$ cat src/hw/rtl/euler_rpy_to_quaternion_defines.svh
// Assertion helpers shared by the modules of the Euler-to-quaternion block.
// They expect signals named clock and reset in the scope of use.
`ifndef EULER_RPY_TO_QUATERNION_DEFINES_SVH
`define EULER_RPY_TO_QUATERNION_DEFINES_SVH

// Same-cycle implication.
`define ERQ_ASSERT_IMP(lbl, ante, cons, msg) \
   lbl: assert property (@(posedge clock) disable iff (reset) (ante) |-> (cons)) \
      else $error(msg);

// Next-cycle implication.
`define ERQ_ASSERT_NXT(lbl, ante, cons, msg) \
   lbl: assert property (@(posedge clock) disable iff (reset) (ante) |=> (cons)) \
      else $error(msg);

`endif

$ cat src/hw/rtl/erq_pkg.sv
package erq_pkg;

   localparam int ANGLE_BITS_DEF   = 16;
   localparam int QUAT_BITS_DEF    = 16;
   localparam int CORDIC_STEPS_DEF = 16;

   // CORDIC x/y are Q2.30; z is the half angle at 2^33 units per turn.
   localparam int XY_W   = 32;
   localparam int Z_W    = 34;
   localparam int PAIR_W = 33;
   localparam int TERM_W = XY_W + PAIR_W;
   localparam int SUM_W  = TERM_W + 1;

   // Stages after the CORDIC: pair products, term products, sums, saturation.
   localparam int POST_STAGES = 4;

   typedef logic signed [XY_W-1:0]   xy_type;
   typedef logic signed [Z_W-1:0]    z_type;
   typedef logic signed [PAIR_W-1:0] pair_type;
   typedef logic signed [TERM_W-1:0] term_type;
   typedef logic signed [SUM_W-1:0]  sum_type;

   localparam xy_type GAIN_Q30 = 32'sh26DD3B6A;

   // atan(2^-i) in units of 2^32 per turn.
   localparam logic signed [31:0] ATAN_TAB [32] = '{
      32'sd536870912, 32'sd316933406, 32'sd167458907, 32'sd85004756,
      32'sd42667331,  32'sd21354465,  32'sd10680862,  32'sd5340245,
      32'sd2670163,   32'sd1335087,   32'sd667544,    32'sd333772,
      32'sd166886,    32'sd83443,     32'sd41722,     32'sd20861,
      32'sd10430,     32'sd5215,      32'sd2608,      32'sd1304,
      32'sd652,       32'sd326,       32'sd163,       32'sd81,
      32'sd41,        32'sd20,        32'sd10,        32'sd5,
      32'sd3,         32'sd1,         32'sd1,         32'sd0
   };

endpackage

$ cat src/hw/rtl/erq_cordic.sv
module erq_cordic #(
   parameter int ANGLE_BITS   = 16,
   parameter int CORDIC_STEPS = 16
) (
   input  logic                           clock,
   input  logic signed [ANGLE_BITS-1:0]   angle,
   input  logic        [CORDIC_STEPS-1:0] load,
   output erq_pkg::xy_type                sin_val,
   output erq_pkg::xy_type                cos_val
);

   import erq_pkg::*;

   localparam int ZSHIFT = 32 - ANGLE_BITS;

   xy_type x_ff [CORDIC_STEPS];
   xy_type y_ff [CORDIC_STEPS];
   z_type  z_ff [CORDIC_STEPS-1];
   xy_type x_in [CORDIC_STEPS];
   xy_type y_in [CORDIC_STEPS];
   z_type  z_in [CORDIC_STEPS-1];
   z_type  z_init;

   // Scaling to 2^32 units per turn halves the angle, since z counts 2^33 per turn.
   assign z_init = z_type'({{(Z_W-ANGLE_BITS){angle[ANGLE_BITS-1]}}, angle}) <<< ZSHIFT;

   for (genvar k = 0; k < CORDIC_STEPS; k++) begin : g_step
      localparam z_type STEP = z_type'(ATAN_TAB[k]) <<< 1;
      xy_type x_cur;
      xy_type y_cur;
      z_type  z_cur;

      if (k == 0) begin : g_first
         assign x_cur = GAIN_Q30;
         assign y_cur = '0;
         assign z_cur = z_init;
      end else begin : g_next
         assign x_cur = x_ff[k-1];
         assign y_cur = y_ff[k-1];
         assign z_cur = z_ff[k-1];
      end

      always_comb begin
         if (!z_cur[Z_W-1]) begin
            x_in[k] = x_cur - (y_cur >>> k);
            y_in[k] = y_cur + (x_cur >>> k);
         end else begin
            x_in[k] = x_cur + (y_cur >>> k);
            y_in[k] = y_cur - (x_cur >>> k);
         end
      end

      if (k < CORDIC_STEPS-1) begin : g_z
         assign z_in[k] = z_cur[Z_W-1] ? z_cur + STEP : z_cur - STEP;
      end
   end

   always_ff @(posedge clock) begin
      for (int k = 0; k < CORDIC_STEPS; k++) begin
         if (load[k]) begin
            x_ff[k] <= x_in[k];
            y_ff[k] <= y_in[k];
         end
      end
      for (int k = 0; k < CORDIC_STEPS-1; k++) begin
         if (load[k]) begin
            z_ff[k] <= z_in[k];
         end
      end
   end

   assign sin_val = y_ff[CORDIC_STEPS-1];
   assign cos_val = x_ff[CORDIC_STEPS-1];

endmodule

$ cat config.mk
export PLATFORM = sky130hd
export DESIGN_NAME = erq_cordic
export DESIGN_NICKNAME = d
export VERILOG_FILES = /design/src/hw/rtl/euler_rpy_to_quaternion_defines.svh /design/src/hw/rtl/erq_pkg.sv /design/src/hw/rtl/erq_cordic.sv
export SDC_FILE = /design/constraint.sdc
export NUM_CORES = 2
export LEC_CHECK = 0
export BUFFER_PORTS_ARGS = -buffer_cell sky130_fd_sc_hd__clkbuf_2
export CAP_MARGIN = 25
export CORE_MARGIN = 5
export CORE_UTILIZATION = 25
export CTS_CLUSTER_SIZE = 28
export DETAILED_ROUTE_END_ITERATION = 10
export GPL_ROUTABILITY_DRIVEN = 0
export PLACE_DENSITY = 0.47
export SLEW_MARGIN = 20
export SYNTH_ARGS = -nofsm -noshare
export SYNTH_HDL_FRONTEND = slang
export SYNTH_SLANG_ARGS = --single-unit
$ cat constraint.sdc
create_clock -name clock -period 5.64 [get_ports clock]
set_clock_uncertainty 0.2 [all_clocks]
set_input_delay 1.41 -clock clock [delete_from_list [all_inputs] [get_ports clock]]
set_output_delay 1.41 -clock clock [all_outputs]
set_load 0.02 [all_outputs]
==> out/qor.yml <==
outcome:
  status: "complete, no violations"
clocking:
  clock_latency_ns: 0.90
  root_buffer: "clkbuf_16"
  cts_num_sinks: 1356
  clk_pin_slew_ns: 0.06
  cts_resized: 0
  cts.htree.levels: 4
  cts_setup_buffers: 0
  clockBufferDepth: 4
  numCtsBuffers: 180
  holdBufCountCts: 0
  cts_tree: "done"
placed_design:
  port_buffers: 96
  placed_area_sq_mm: 0.125
  dpl.hpwl_um: 247000
synth:
  synth-compound-area-share_pct: 20.1
  synthFlopType: "edfxtp_1"
  syn_nets: 13700
  synth_edf_count: 1356
  synth-simple-area-share_pct: 13.4
  synthXorXnorAreaFrac_pct: 12.3
  netlist_instances: 12200
  synthArstFlopShare_pct: 0
  ys_warn_count: 0
  yosys.cell_types.count: 89
  synth_fa_ha_area_share_pct: 15.8
  avgSynthCellArea_sq_um: 9.54
  synth_seq_cells: 1356
  synth_top_family_by_area: "compound AO/OA/AOI/OAI gates"
  synth.area.mux_share_pct: 1.04
  synth-seq-area-share_pct: 35.0
  synthesis.area_sq_mm: 0.116
setup_path:
  crit_family: "simple AND/OR/NAND/NOR gates"
  worst-setup-path-type: "flip-flop to flip-flop"
  cp-start-kind: "flip-flop"
  cp_cell_sequence: "inv_1 -> ha_1 -> nand2b_1 -> or4_1 -> nor2_1 -> nand2_1 -> nor4_1 -> nand2b_1 -> nor4_1 -> or3_1 -> nand2_1 -> ha_1 -> a21o_1 -> a21oi_1 -> nor2b_1 -> or4b_2 -> a21o_1 -> nand2_1 -> o2111ai_1 -> a21oi_1 -> xnor2_1"
  worst_ep_required_time_ns: 6.07
  max_stage_delay_ns: 0.60
  worstPathMaxFanout: 7
  arrival_ns: 5.65
  cpMaxStageDelayCell: "or4b_2"
  critPathMostFrequentCell: "nand2_1"
  end_kind: "flip-flop"
  cp_num_buf_inv: 1
floorplan:
  initial_core_util_pct: 25.1
  ios: 97
  coreArea_sq_mm: 0.464
  die-area_sq_mm: 0.479
  row_count: 250
  die_w_um: 692
  dieHeight_um: 692
drt:
  vias_per_cell: 4.75
  drt_iter0_drc: 4541
  postRouteAntennaNets: 0
  wire_per_inst_um: 16.4
  first_pass_iters: 7
  num_vias: 89100
  drt-total-wl_um: 307000
  route.detailed.drc: 0
hold_path:
  hp-class: "flip-flop to flip-flop"
timing:
  finalCriticalPeriod_ns: 5.22
  relSlewSlack_pct: 34.5
  rsz0062_at_grt: "no"
  period_share_pct: 92.5
  tns_ns: 0
  fmax_mhz: 192
  worst_pin_slew_ns: 0.978
  setup_viol: 0
  hold_violations: 0
  drv_slew: 0
layout:
  layout.nets: 13900
  fill_cells: 49100
  multiInputGateArea_sq_mm: 0.0729
  drive_above_1_share_pct: 5.22
  stdcell_area_sq_mm: 0.131
  areaGrowthSynthToFinish_pct: 12.6
  ff_latch_area_sq_mm: 0.0407
job:
  drv_cap: 0
global_route:
  grt_pass1_wl_um: 489000
  grt_pass1_vias: 87100
  track_usage_pct: 12.4
  gr-total-overflow: 0
  grt_start_max_net_pins: 97
  antenna_found_initial: 4
## path summary, 6_finish.rpt
| kind | startpoint | endpoint | slack [ns] | depth (start not counted) |
|---|---|---|---|---|
| max | y_ff[1][141] | x_ff[1][191] | 0.42 | 21 |
| min | z_ff[1][70] | z_ff[1][104] | 0.22 | 0 |
| max reg2reg | y_ff[1][141] | x_ff[1][191] | 0.42 | 21 |
| min reg2reg | z_ff[1][70] | z_ff[1][104] | 0.22 | 0 |
## logic make-up after synthesis
kind of cell | Yosys count
adder cells (fa/ha/maj) | 1444
multiplexers | 114
buffers and inverters | 724
flip-flops | 1356
XOR/XNOR | 1636
AND/OR/NAND/NOR | 3229
AO/OA/AOI/OAI | 3687
## synthesized netlist by cell type, types with 20 or more instances
library cell	count	share of area [%]
a211o_1	42	0.32
a21oi_1	1308	5.6
a41oi_1	30	0.23
a311oi_1	30	0.23
o211ai_1	74	0.48
inv_1	532	1.7
nand3_1	205	0.88
a221oi_1	26	0.20
nand4_1	106	0.57
nand2_1	610	2.0
nor3b_1	33	0.21
clkbuf_1	142	0.46
or4_1	32	0.21
o21bai_1	162	1.0
fa_1	41	0.71
buf_1	44	0.14
or3_1	89	0.48
o41ai_1	30	0.23
a31oi_1	148	0.80
a2111oi_0	31	0.23
o31ai_1	63	0.41
o31a_1	36	0.27
a21boi_0	52	0.34
o21ai_0	593	2.6
o2111ai_1	21	0.16
o21a_1	192	1.2
nor2b_1	152	0.82
mux2_2	58	0.56
nor3_1	351	1.5
and3_1	111	0.60
nand3b_1	20	0.13
a21o_1	548	3.5
and4_1	20	0.15
xnor2_1	1024	7.7
nor2_1	1102	3.6
xor2_1	612	4.6
mux2i_1	56	0.48
nor4_1	85	0.46
nand2b_1	164	0.88
and2_1	59	0.32
a211oi_1	131	0.85
ha_1	1403	15
or2_2	35	0.19
edfxtp_1	1356	35
## cell type report
class,instances,area share (%)
multi-input cells,10100,55.6
clock inverters,112,0.832
clock buffers,210,3.54
well taps,6174,5.90
repair buffers,263,1.44
inverters,536,1.54
flip-flops and latches,1356,31.1
diodes,3,0.00573
## cells in the final DEF, fill, tap and decap left out, types with 42 or more instances in the layout
master / netlist / final
clkbuf_16: 0 / 181
a31oi_1: 148 / 148
nor4_1: 85 / 85
inv_1: 532 / 532
nor3_1: 351 / 351
a211o_1: 42 / 42
mux2i_1: 56 / 56
o21bai_1: 162 / 162
a21boi_0: 52 / 52
clkbuf_2: 0 / 82
and3_1: 111 / 111
o21ai_0: 593 / 593
edfxtp_1: 1356 / 1356
nand2b_1: 164 / 164
nand4_1: 106 / 106
buf_4: 0 / 169
or3_1: 89 / 89
and2_1: 59 / 59
ha_1: 1403 / 1403
o31ai_1: 63 / 63
a211oi_1: 131 / 131
xor2_1: 612 / 612
mux2_2: 58 / 58
nor2b_1: 152 / 152
a21o_1: 548 / 548
xnor2_1: 1024 / 1024
o21a_1: 192 / 192
o211ai_1: 74 / 74
nand2_1: 610 / 610
nor2_1: 1102 / 1102
a21oi_1: 1308 / 1308
nand3_1: 205 / 205
## registers in the layout, summed over array words and instances (netlist names)
signal / flops
x_ff: 456
y_ff: 481
z_ff: 419
## worst register-to-register path, cell delays in order, from the launching register on
cell and delay (ns):
edfxtp_1 0.45, inv_1 0.09, ha_1 0.16, nand2b_1 0.07
or4_1 0.45, nor2_1 0.15, nand2_1 0.11, nor4_1 0.28
nand2b_1 0.12, nor4_1 0.38, or3_1 0.33, nand2_1 0.12
ha_1 0.35, a21o_1 0.19, a21oi_1 0.14, nor2b_1 0.07
or4b_2 0.60, a21o_1 0.17, nand2_1 0.09, o2111ai_1 0.14
a21oi_1 0.20, xnor2_1 0.10
## metrics by stage
stage                     hold WS [ns]  util (%)  std cells  setup WS, ns
final                            0.218      28.2      18800         0.421
after global routing             0.225      28.2      18800        0.0146
after CTS                        0.219      28.2      18800         0.396
after detailed placement         0.205      27.0      18400         0.424
after global placement           0.206      27.0      18400         0.278
after floorplan                  0.200         -      12200          1.04
## metal layers
| layer | vias to the layer above | track usage [%] | wire length, um |
|---|---|---|---|
| li1 | 45900 | - | - |
| met1 | 41700 | 15.7 | 141000 |
| met2 | 1090 | 22.3 | 150000 |
| met3 | 374 | 1.26 | 8140 |
| met4 | 4 | 3.15 | 8010 |
| met5 | - | 0 | 27 |
Power is left out: the tool's default activity adds up to more than one toggle a clock period on the data nets, which glitch-free logic cannot reach.
