File: src/hw/rtl/euler_rpy_to_quaternion_defines.svh
// Assertion helpers shared by the modules of the Euler-to-quaternion block.
// They expect signals named clock and reset in the scope of use.
`ifndef EULER_RPY_TO_QUATERNION_DEFINES_SVH
`define EULER_RPY_TO_QUATERNION_DEFINES_SVH

// Same-cycle implication.
`define ERQ_ASSERT_IMP(lbl, ante, cons, msg) \
   lbl: assert property (@(posedge clock) disable iff (reset) (ante) |-> (cons)) \
      else $error(msg);

// Next-cycle implication.
`define ERQ_ASSERT_NXT(lbl, ante, cons, msg) \
   lbl: assert property (@(posedge clock) disable iff (reset) (ante) |=> (cons)) \
      else $error(msg);

`endif

File: src/hw/rtl/erq_pipe_ctl.sv
`include "euler_rpy_to_quaternion_defines.svh"

module erq_pipe_ctl #(
   parameter int DEPTH = 20
) (
   input  logic             clock,
   input  logic             reset,
   input  logic             req_valid,
   output logic             req_stall,
   output logic             rsp_valid,
   input  logic             rsp_stall,
   output logic [DEPTH-1:0] load
);

   logic [DEPTH-1:0] valid_ff;
   logic [DEPTH-1:0] valid_in;
   logic [DEPTH-1:0] ready;

   // A stage may take a new beat unless it and every stage after it are full
   // and the output is held.
   for (genvar k = 0; k < DEPTH; k++) begin : g_ready
      assign ready[k] = !rsp_stall || !(&valid_ff[DEPTH-1:k]);
   end

   always_comb begin
      for (int k = 0; k < DEPTH; k++) begin
         if (ready[k]) begin
            valid_in[k] = (k == 0) ? req_valid : valid_ff[(k == 0) ? 0 : k-1];
         end else begin
            valid_in[k] = valid_ff[k];
         end
      end
   end

   always_ff @(posedge clock) begin
      if (reset) begin
         valid_ff <= '0;
      end else begin
         valid_ff <= valid_in;
      end
   end

   assign load      = ready;
   assign req_stall = !ready[0];
   assign rsp_valid = valid_ff[DEPTH-1];

   `ERQ_ASSERT_IMP(a_flow_no_stall, !rsp_stall, !req_stall, "input stalled while output flows")
   `ERQ_ASSERT_NXT(a_full_holds, rsp_stall && (&valid_ff), $stable(valid_ff), "held pipe moved")
   `ERQ_ASSERT_NXT(a_accept_enters, req_valid && !req_stall, valid_ff[0], "beat lost at entry")

endmodule

File: config.mk
export PLATFORM = sky130hd
export DESIGN_NAME = erq_pipe_ctl
export DESIGN_NICKNAME = d
export VERILOG_FILES = /design/src/hw/rtl/erq_pipe_ctl.sv
export VERILOG_INCLUDE_DIRS = /design/src /design/src/hw/rtl
export SDC_FILE = /design/constraint.sdc
export NUM_CORES = 1
export LEC_CHECK = 0
export ABC_AREA = 1
export ABC_CLOCK_PERIOD_IN_PS = 1500
export BUFFER_PORTS_ARGS = -buffer_cell sky130_fd_sc_hd__clkbuf_2
export CAP_MARGIN = 10
export CORE_MARGIN = 3
export CORE_UTILIZATION = 49
export CTS_CLUSTER_SIZE = 20
export DETAILED_ROUTE_END_ITERATION = 6
export PLACE_DENSITY = 0.84
export REMOVE_ABC_BUFFERS = 1
export SETUP_SLACK_MARGIN = 0.05
export SYNTH_ARGS = -nofsm -noshare
export SYNTH_HDL_FRONTEND = slang
export SYNTH_SLANG_ARGS = --single-unit
File: constraint.sdc
create_clock -name clock -period 1.5 [get_ports clock]
set_clock_uncertainty 0.2 [all_clocks]
set_input_delay 0.225 -clock clock [delete_from_list [all_inputs] [get_ports clock]]
set_output_delay 0.225 -clock clock [all_outputs]
set_load 0.005 [all_outputs]
==> results summary, run 1 <==
The number of flip-flops under the largest register name came out at 20. Fill cells in the final layout number 108. The total power after layout came out at 999 uW. The mux cell area share after synthesis came out at 0%.

The cell count after synthesis came out at 126. The area share of fa/ha/maj cells after synthesis is 0%. The number of levels the H-tree was split into is 1. The first routing iteration left 21 violations. The pin count of the biggest net entering global routing came out at 21.

The worst setup path is launched from a flip-flop. The DRC violation count after routing is 0. The average vias per placed instance is 4.98. Global routing consumed, over all layers together, 22.7% of the routing resources. The total area of multi-input combinational cells is 464 um2.

The core outline area is 0.00163 mm2. The number of antenna-violating nets in the routed design is 0. The CTS sink count came out at 20. The wire length of the first global-routing pass is 4130 um.

The maximum fanout encountered on the critical timing path is 4. The netlist uses 15 different library cells. At the worst endpoint, the required time is 1.07 ns. The worst setup path is captured at an output port. The die area came out at 0.00242 mm2.

Counting instances in the post-synthesis netlist gives the leading cell types as inv_1 (29), dfxtp_1 (20), nand2_1 (19). The post-place setup slack is -0.00807 ns. Counting flops and latches in the post-synthesis netlist gives 20. The static power due to leakage is 0.614 nW.

The largest registers in the layout are valid_ff (20). At the pin with the least slew margin, the transition time is 0.443 ns. The minimum clock period after layout came out at 1.83 ns. The HPWL reported at the end of detailed placement is 1560 um. The share of the cycle needed by the critical path after routing is 122%.

The placer congestion estimate came out at 0.817. The number of I/O port buffers came out at 25. Summing the areas of all compound-gate instances in the mapped netlist gives 10.0% of the synthesized area.

For this run, the detailed router's first-pass iteration total came to 4. Summed over all instances, the cell type with the most area after synthesis is dfxtp_1. The area of placed instances came out at 0.00110 mm2. For the worst setup path, the data arrival time is 1.41 ns.

The count of endpoints failing hold in the final timing report is 0. The TritonCTS buffer count is 3. The net count of the finished layout came out at 178. By area, the combinational part of the netlist is dominated by simple AND/OR/NAND/NOR gates. The via count of the first global-routing pass is 970.

The leading cell type by number of instances after synthesis is inv_1. The checks that failed: setup timing. From synthesis to final layout, the design area changed by 51.8%. Cells fill 85.1% of the core in the end.

The root buffer cell chosen for the clock tree is clkbuf_4. The number of inserted diodes is 0. The starting density of the core is 56.1%.

The most used flip-flop cell after synthesis is dfxtp_1. The initial antenna violation count came out at 0. The sequential area share after synthesis came out at 43.8%. The total vias in the final route is 981. The maximum root-to-sink buffer count is 2.

Global routing finished with a remaining overflow of 0. The number of standard cells in the layout, taps in and fillers out is 197. The number of enable flip-flop cells after synthesis is 0.

The detailed-route wire length per cell came out at 13.6 um. The simple-gate share of the synthesized area came out at 33.4%. The flip-flop and latch area is 424 um2. The number of slew-limit violations in the final report came out at 0.

The cell count after placement is 178. For this run, the top clock speed supported by timing is 546 MHz. The flow ran to the end, but the final reports show violations. The number of synthesis warnings is 0.

The synthesized area per cell came out at 7.25 um2. The tightest min-delay check is of the input pin to flip-flop type. The final setup slack of the worst path came out at -0.330 ns. The die span in x is 49.2 um. Setup slack on the worst reg-to-reg path comes out at -0.18 ns.

TritonCTS built the clock tree. The number of max-cap violations is 0. Clock latency on the worst-skew pair, taken at its later pin, is 0.31 ns. The critical path is of the flip-flop to output port type.

The post-CTS clock slew at the launch and capture registers of the worst setup and hold paths is 0.11 ns. The register with the most flip-flops in the final layout is valid_ff. The cell area power density is 720 mW/mm2. The final-report setup violation count came out at 20. The area fraction of the dominant cell type after synthesis is 43.8%.

The total number of placement rows is 14. The total wire length after detailed routing came out at 2670 um. Setup repair after global routing could not meet its margin everywhere. The total standard cell area after synthesis is 913 um2. The share of flip-flops with an asynchronous set or reset came out at 0%. Across the VDD grid, the largest voltage drop is 0.628 mV.

In this run the count of I/O pins placed on the die edge is 26. The floorplan die height is 49.2 um. Ranked by total cell area, the synthesized netlist is headed by dfxtp_1 (44%), inv_1 (12%), nand2_1 (7.8%), a21oi_1 (7.1%), nor2_1 (7.0%). Headroom to the max-slew limit came out at 70.5%.

The synthesized-area fraction occupied by xor and xnor cells is 0%. The fraction of final layout cells with drive strength greater than 1 is 57.8%. The finished cells cover 0.00139 mm2.
[layout make-up]
class,instances,area share (%)
timing repair buffer,45,22.1
clock inverter,1,2.17
clock buffer,3,1.62
multi-input combinational,75,33.5
inverter,29,7.85
sequential,20,30.6
tap,24,2.17
[metal layers]
layer / track usage, % / up-vias / wire, um
met1: 21.8 / 447 / 986
met5: 0 / - / 0
met2: 40.2 / 46 / 1350
met4: 16.1 / 0 / 144
met3: 7.34 / 16 / 188
li1: - / 472 / -
[kinds of logic after synthesis]
kind of cell    after synthesis
simple gates                 59
flops                        20
buf+inv                      31
compound gates               16
[cell usage in the layout, fill, tap and decap left out, types with 2 or more instances in the layout]
cell | netlist | routed
a21oi_1 | 13 | 13
a21oi_2 | 3 | 3
buf_4 | 0 | 13
buf_6 | 0 | 7
clkbuf_2 | 0 | 23
clkbuf_4 | 0 | 3
dfxtp_1 | 20 | 5
dfxtp_2 | 0 | 13
dfxtp_4 | 0 | 2
inv_1 | 29 | 24
inv_2 | 0 | 5
nand2_1 | 19 | 11
nand2_2 | 5 | 12
nand2_4 | 2 | 3
nand3_1 | 9 | 6
nand3_2 | 0 | 3
nor2_1 | 17 | 12
nor2_2 | 1 | 4
nor2_4 | 3 | 5
[where the power goes]
part | internal, mW | leakage, nW | total (mW) | switching [mW]
clock network | 0.270 | 0.0279 | 0.444 | 0.174
logic | 0.00698 | 0.416 | 0.0204 | 0.0135
registers | 0.531 | 0.170 | 0.534 | 0.00284
total | 0.809 | 0.614 | 0.999 | 0.190
[repair_timing]
item	4_1_cts	5_1_grt
resized for setup	22	29
endpoints found under the setup margin	20	26
setup buffers	9	5
endpoints found under the hold margin	1	0
hold buffers	1	0
pin swaps	10	6
[critical path, stage by stage (launching register included)]
cell and delay (ns):
dfxtp_2 0.36, nand2_4 0.07, nor2_4 0.20, nand2_4 0.10, nor2_8 0.16, nand3_2 0.08
buf_2 0.14
[final timing paths]
check                                          startpoint                        end  depth (start not counted)
worst min-delay path                            rsp_stall  valid_ff[19]$_SDFFE_PP0P_                          4
worst min register to register   valid_ff[1]$_SDFFE_PP0P_   valid_ff[2]$_SDFFE_PP0P_                          2
worst max register to register  valid_ff[19]$_SDFFE_PP0P_   valid_ff[3]$_SDFFE_PP0P_                          9
worst max-delay path            valid_ff[19]$_SDFFE_PP0P_                    load[1]                          6
[per-stage QoR]
stage,TNS [ns],hold WS (ns)
final,-5.06,0.109
after floorplan,0,0.0874
after global routing,-6.81,0.0990
after global placement,0,0.238
after CTS,-4.52,0.134
after detailed placement,-0.00807,0.245
(Power assumes the default switching activity.)
==> inputs of run 2 (changes only) <==
--- a/config.mk
+++ b/config.mk
@@ -6,15 +6,13 @@
 export SDC_FILE = /design/constraint.sdc
 export NUM_CORES = 1
 export LEC_CHECK = 0
-export ABC_AREA = 1
 export ABC_CLOCK_PERIOD_IN_PS = 1500
 export BUFFER_PORTS_ARGS = -buffer_cell sky130_fd_sc_hd__clkbuf_2
-export CAP_MARGIN = 10
-export CORE_MARGIN = 3
-export CORE_UTILIZATION = 49
+export CORE_MARGIN = 2
+export CORE_UTILIZATION = 48
 export CTS_CLUSTER_SIZE = 20
 export DETAILED_ROUTE_END_ITERATION = 6
-export PLACE_DENSITY = 0.84
+export PLACE_DENSITY = 0.83
 export REMOVE_ABC_BUFFERS = 1
 export SETUP_SLACK_MARGIN = 0.05
 export SYNTH_ARGS = -nofsm -noshare
==> results summary, run 2 <==
The wire length of the first global-routing pass is 3390 um. The number of primary I/O pins came out at 26. Once detailed placement completed, the half-perimeter wirelength came to 1550 um. Overall power consumption after layout is estimated at 882 uW.

The total wire length after detailed routing came out at 2330 um. The combinational group share of total power is 3.6%. The number of slew-limit violations in the final report is 0. The worst register-to-register path begins at valid_ff[14]$_SDFFE_PP0P_. The minimum clock period after layout came out at 2.01 ns. Derived from the worst setup path, the maximum achievable clock frequency is 497 MHz. CTS built an H-tree with a depth of 1. The headroom to the max-slew limit is 77.1%.

The number of buffers inserted by hold repair at cts came out at 0. The startpoint of the most critical setup path is valid_ff[14]$_SDFFE_PP0P_. The synthesized area per cell is 8.27 um2. The DRC violation count after routing is 0. The cell with the biggest individual delay on the critical path is dfxtp_2.

The worst reg2reg path endpoint is valid_ff[1]$_SDFFE_PP0P_. The top cell types in the final layout, fill and taps aside, are clkbuf_2 (24), buf_4 (20), inv_1 (14). The fraction of final layout cells with drive strength greater than 1 is 51.4%. The path class of the tightest hold or removal check is input pin to flip-flop. The final-report setup violation count is 28. The iteration-0 DRC count of the detailed router came out at 26. The average vias per placed instance came out at 5.61. The worst endpoint required time is 1.07 ns.

The initial antenna violation count came to 0. The cell area power density is 710 mW/mm2. Setup repair after global routing could not meet its margin everywhere. The count of nets left with antenna violations once routing finished came out at 0. The biggest area contributor in the post-synthesis netlist is dfxtp_1. The tree is rooted in a clkbuf_4. VDD sags by at most 0.441 mV. The worst hold path begins at req_valid.

After synthesis, the cell types taking the most area are dfxtp_1 (47%), inv_1 (6.6%), a21oi_1 (5.9%), and4_1 (4.1%), nand3_1 (4.1%). The starting density of the core came out at 50.4%. The type of the worst setup path is flip-flop to output port. The core outline area came out at 0.00169 mm2. The repair_antennas step left the layout with diodes totalling 0.

The placer congestion estimate came out at 0.760. In the post-synthesis netlist, the cell with the most instances is dfxtp_1. The net count of the finished layout is 153. Sequential cells burn 61.0% of the power. The register with the most flip-flops in the layout has 20 of them. The maximum root-to-sink buffer count is 2.

The share of the Yosys chip area taken by registers is 47.0%. The count of different cell masters after synthesis is 25. The total congestion overflow came out at 0.

The clock share of power is 35.4%. The flow ran to the end, but the final reports show violations. On the final layout, the worst hold slack is 0.0758 ns.

Counting cells, the worst reg-to-reg path comes to 7. TritonCTS built the clock tree. The maximum fanout encountered on the critical timing path is 3.

The switching power is 186 uW. In the post-route analysis, the smallest setup slack over all paths is -0.513 ns. The count of TritonRoute iterations in the first routing pass came out at 4.

The CTS sink count came out at 20. The total number of placement rows came out at 15. The actual slew at the worst max-slew pin came out at 0.343 ns.

Among all flip-flop cells after synthesis, the most frequent one is dfxtp_1. By count the netlist is led by dfxtp_1 (20), inv_1 (15), a21oi_1 (10). The die area came out at 0.00213 mm2.

The number of I/O port buffers is 25. The element type at the critical path start is a flip-flop. Counting instances, the worst hold path has a depth of 3. The mapped netlist covers 852 um2. The pin count of the biggest net entering global routing is 18. The share of the cycle needed by the critical path after routing came out at 134%. Buffers inserted during clock tree synthesis total 3. The leading cell type in the layout, fill and taps excluded is clkbuf_2.

The detailed-route wire length per cell is 14.1 um. Across all layers, the routed design uses 926 vias. In this run the static leakage power is 0.514 nW.

The synthesis-to-layout area growth is 45.8%. The worst register-to-register path has a setup slack of -0.20 ns. The final reports fail on setup timing. The peak per-stage delay on the critical path is 0.36 ns. In the global route stage, overall resource usage came out at 23.0%. The number of synthesis warnings is 0. In the final layout, the registers with the most flip-flops are valid_ff (20).

Net switching is 21.1% of the power. The die span in x is 46.1 um. The via count of the first global-routing pass came out at 797. After clock tree synthesis, the clock-pin slew on the worst setup and hold paths is 0.11 ns. Max-cap violations in this run came to 0. Summed over its instances, the top area cell type makes up 47.0% of the synthesized netlist area. The data arrival time of the worst path is 1.59 ns. The share of flip-flops with an asynchronous set or reset came out at 0%.

The count of endpoints failing hold in the final timing report is 0. The signal on the critical path passes through and4_4, and3_4, inv_4, or3_4, clkbuf_2. Counting flops per register, the top entry is valid_ff. The clock latency at the later pin of the worst-skew pair came out at 0.30 ns. The cell count after synthesis came out at 103. The path with the worst hold slack has its endpoint at valid_ff[0]$_SDFFE_PP0P_.

The register bit count reported by yosys is 20. Cell internal power was estimated by the tool at 696 uW. The floorplan die height is 46.1 um. The number of enable flip-flop cells after synthesis came out at 0. The worst setup path is captured at an output port.
-- run 2: metal layers --
metal / wire [um] / GRT usage, % / part of all wire [%]
met5: 0 / 0 / 0
met4: 90 / 16.0 / 3.9
met3: 102 / 5.88 / 4.4
met2: 1170 / 36.7 / 50
met1: 966 / 26.4 / 41
-- run 2: timing repair --
item | in CTS | in global routing
pin swaps | 9 | 4
resized for setup | 22 | 5
endpoints found under the setup margin | 29 | 29
buffers inserted | 1 | 0
-- run 2: worst max-delay path: cells and delay by family (launching register included) --
family	cells	cell delay, ns
and+or+nand+nor	3	0.77
DFF	1	0.36
buffers and inverters	2	0.15
-- run 2: kinds of logic (layout without fill, tap and decap cells) --
kind of cell           after synthesis  in the layout  share of synthesized area [%]
buffers and inverters               22             67                           11.5
AND/OR/NAND/NOR                     42             42                           27.9
AO/OA/AOI/OAI                       19             19                           13.7
flip-flops                          20             20                           47.0
-- run 2: power by group through the flow --
stage / Combinational (mW) / Clock [mW] / Sequential, mW
floorplan: 0.00829 / 0 / 0.549
global placement: 0.0271 / 0 / 0.550
detailed placement: 0.0282 / 0 / 0.550
CTS: 0.0305 / 0.313 / 0.538
global route: 0.0345 / 0.336 / 0.539
finish: 0.0316 / 0.312 / 0.538
-- run 2: final cells by class --
| cell class | instances | area [um2] |
|---|---|---|
| flip-flops and latches | 20 | 410 |
| multi-input cells | 61 | 414 |
| inverters | 16 | 62.6 |
| well taps | 17 | 21.3 |
| fillers | 118 | 447 |
| clock buffers | 4 | 36.3 |
| repair buffers | 47 | 298 |
-- run 2: worst max-delay path by stage --
| stage | end | slack [ns] | cells past startpoint |
|---|---|---|---|
| final | load[0] | -0.51 | 5 |
| after global routing | load[0] | -0.55 | 5 |
| after CTS | load[0] | -0.49 | 5 |
| after detailed placement | load[0] | -0.23 | 5 |
| after global placement | load[0] | -0.19 | 6 |
| after floorplan | load[0] | -0.36 | 4 |
-- run 2: metrics by stage --
| step | setup slack (ns) | std cells | setup TNS [ns] | utilization, % | instance area, um2 |
|---|---|---|---|---|---|
| after CTS | -0.495 | 165 | -5.83 | 72.8 | 1230 |
| after detailed placement | -0.233 | 160 | -2.06 | 66.4 | 1120 |
| after global routing | -0.552 | 165 | -8.08 | 73.6 | 1240 |
| after floorplan | -0.357 | 97 | -0.734 | - | 817 |
| final | -0.513 | 165 | -6.55 | 73.6 | 1240 |
| after global placement | -0.191 | 160 | -1.11 | 66.4 | 1120 |
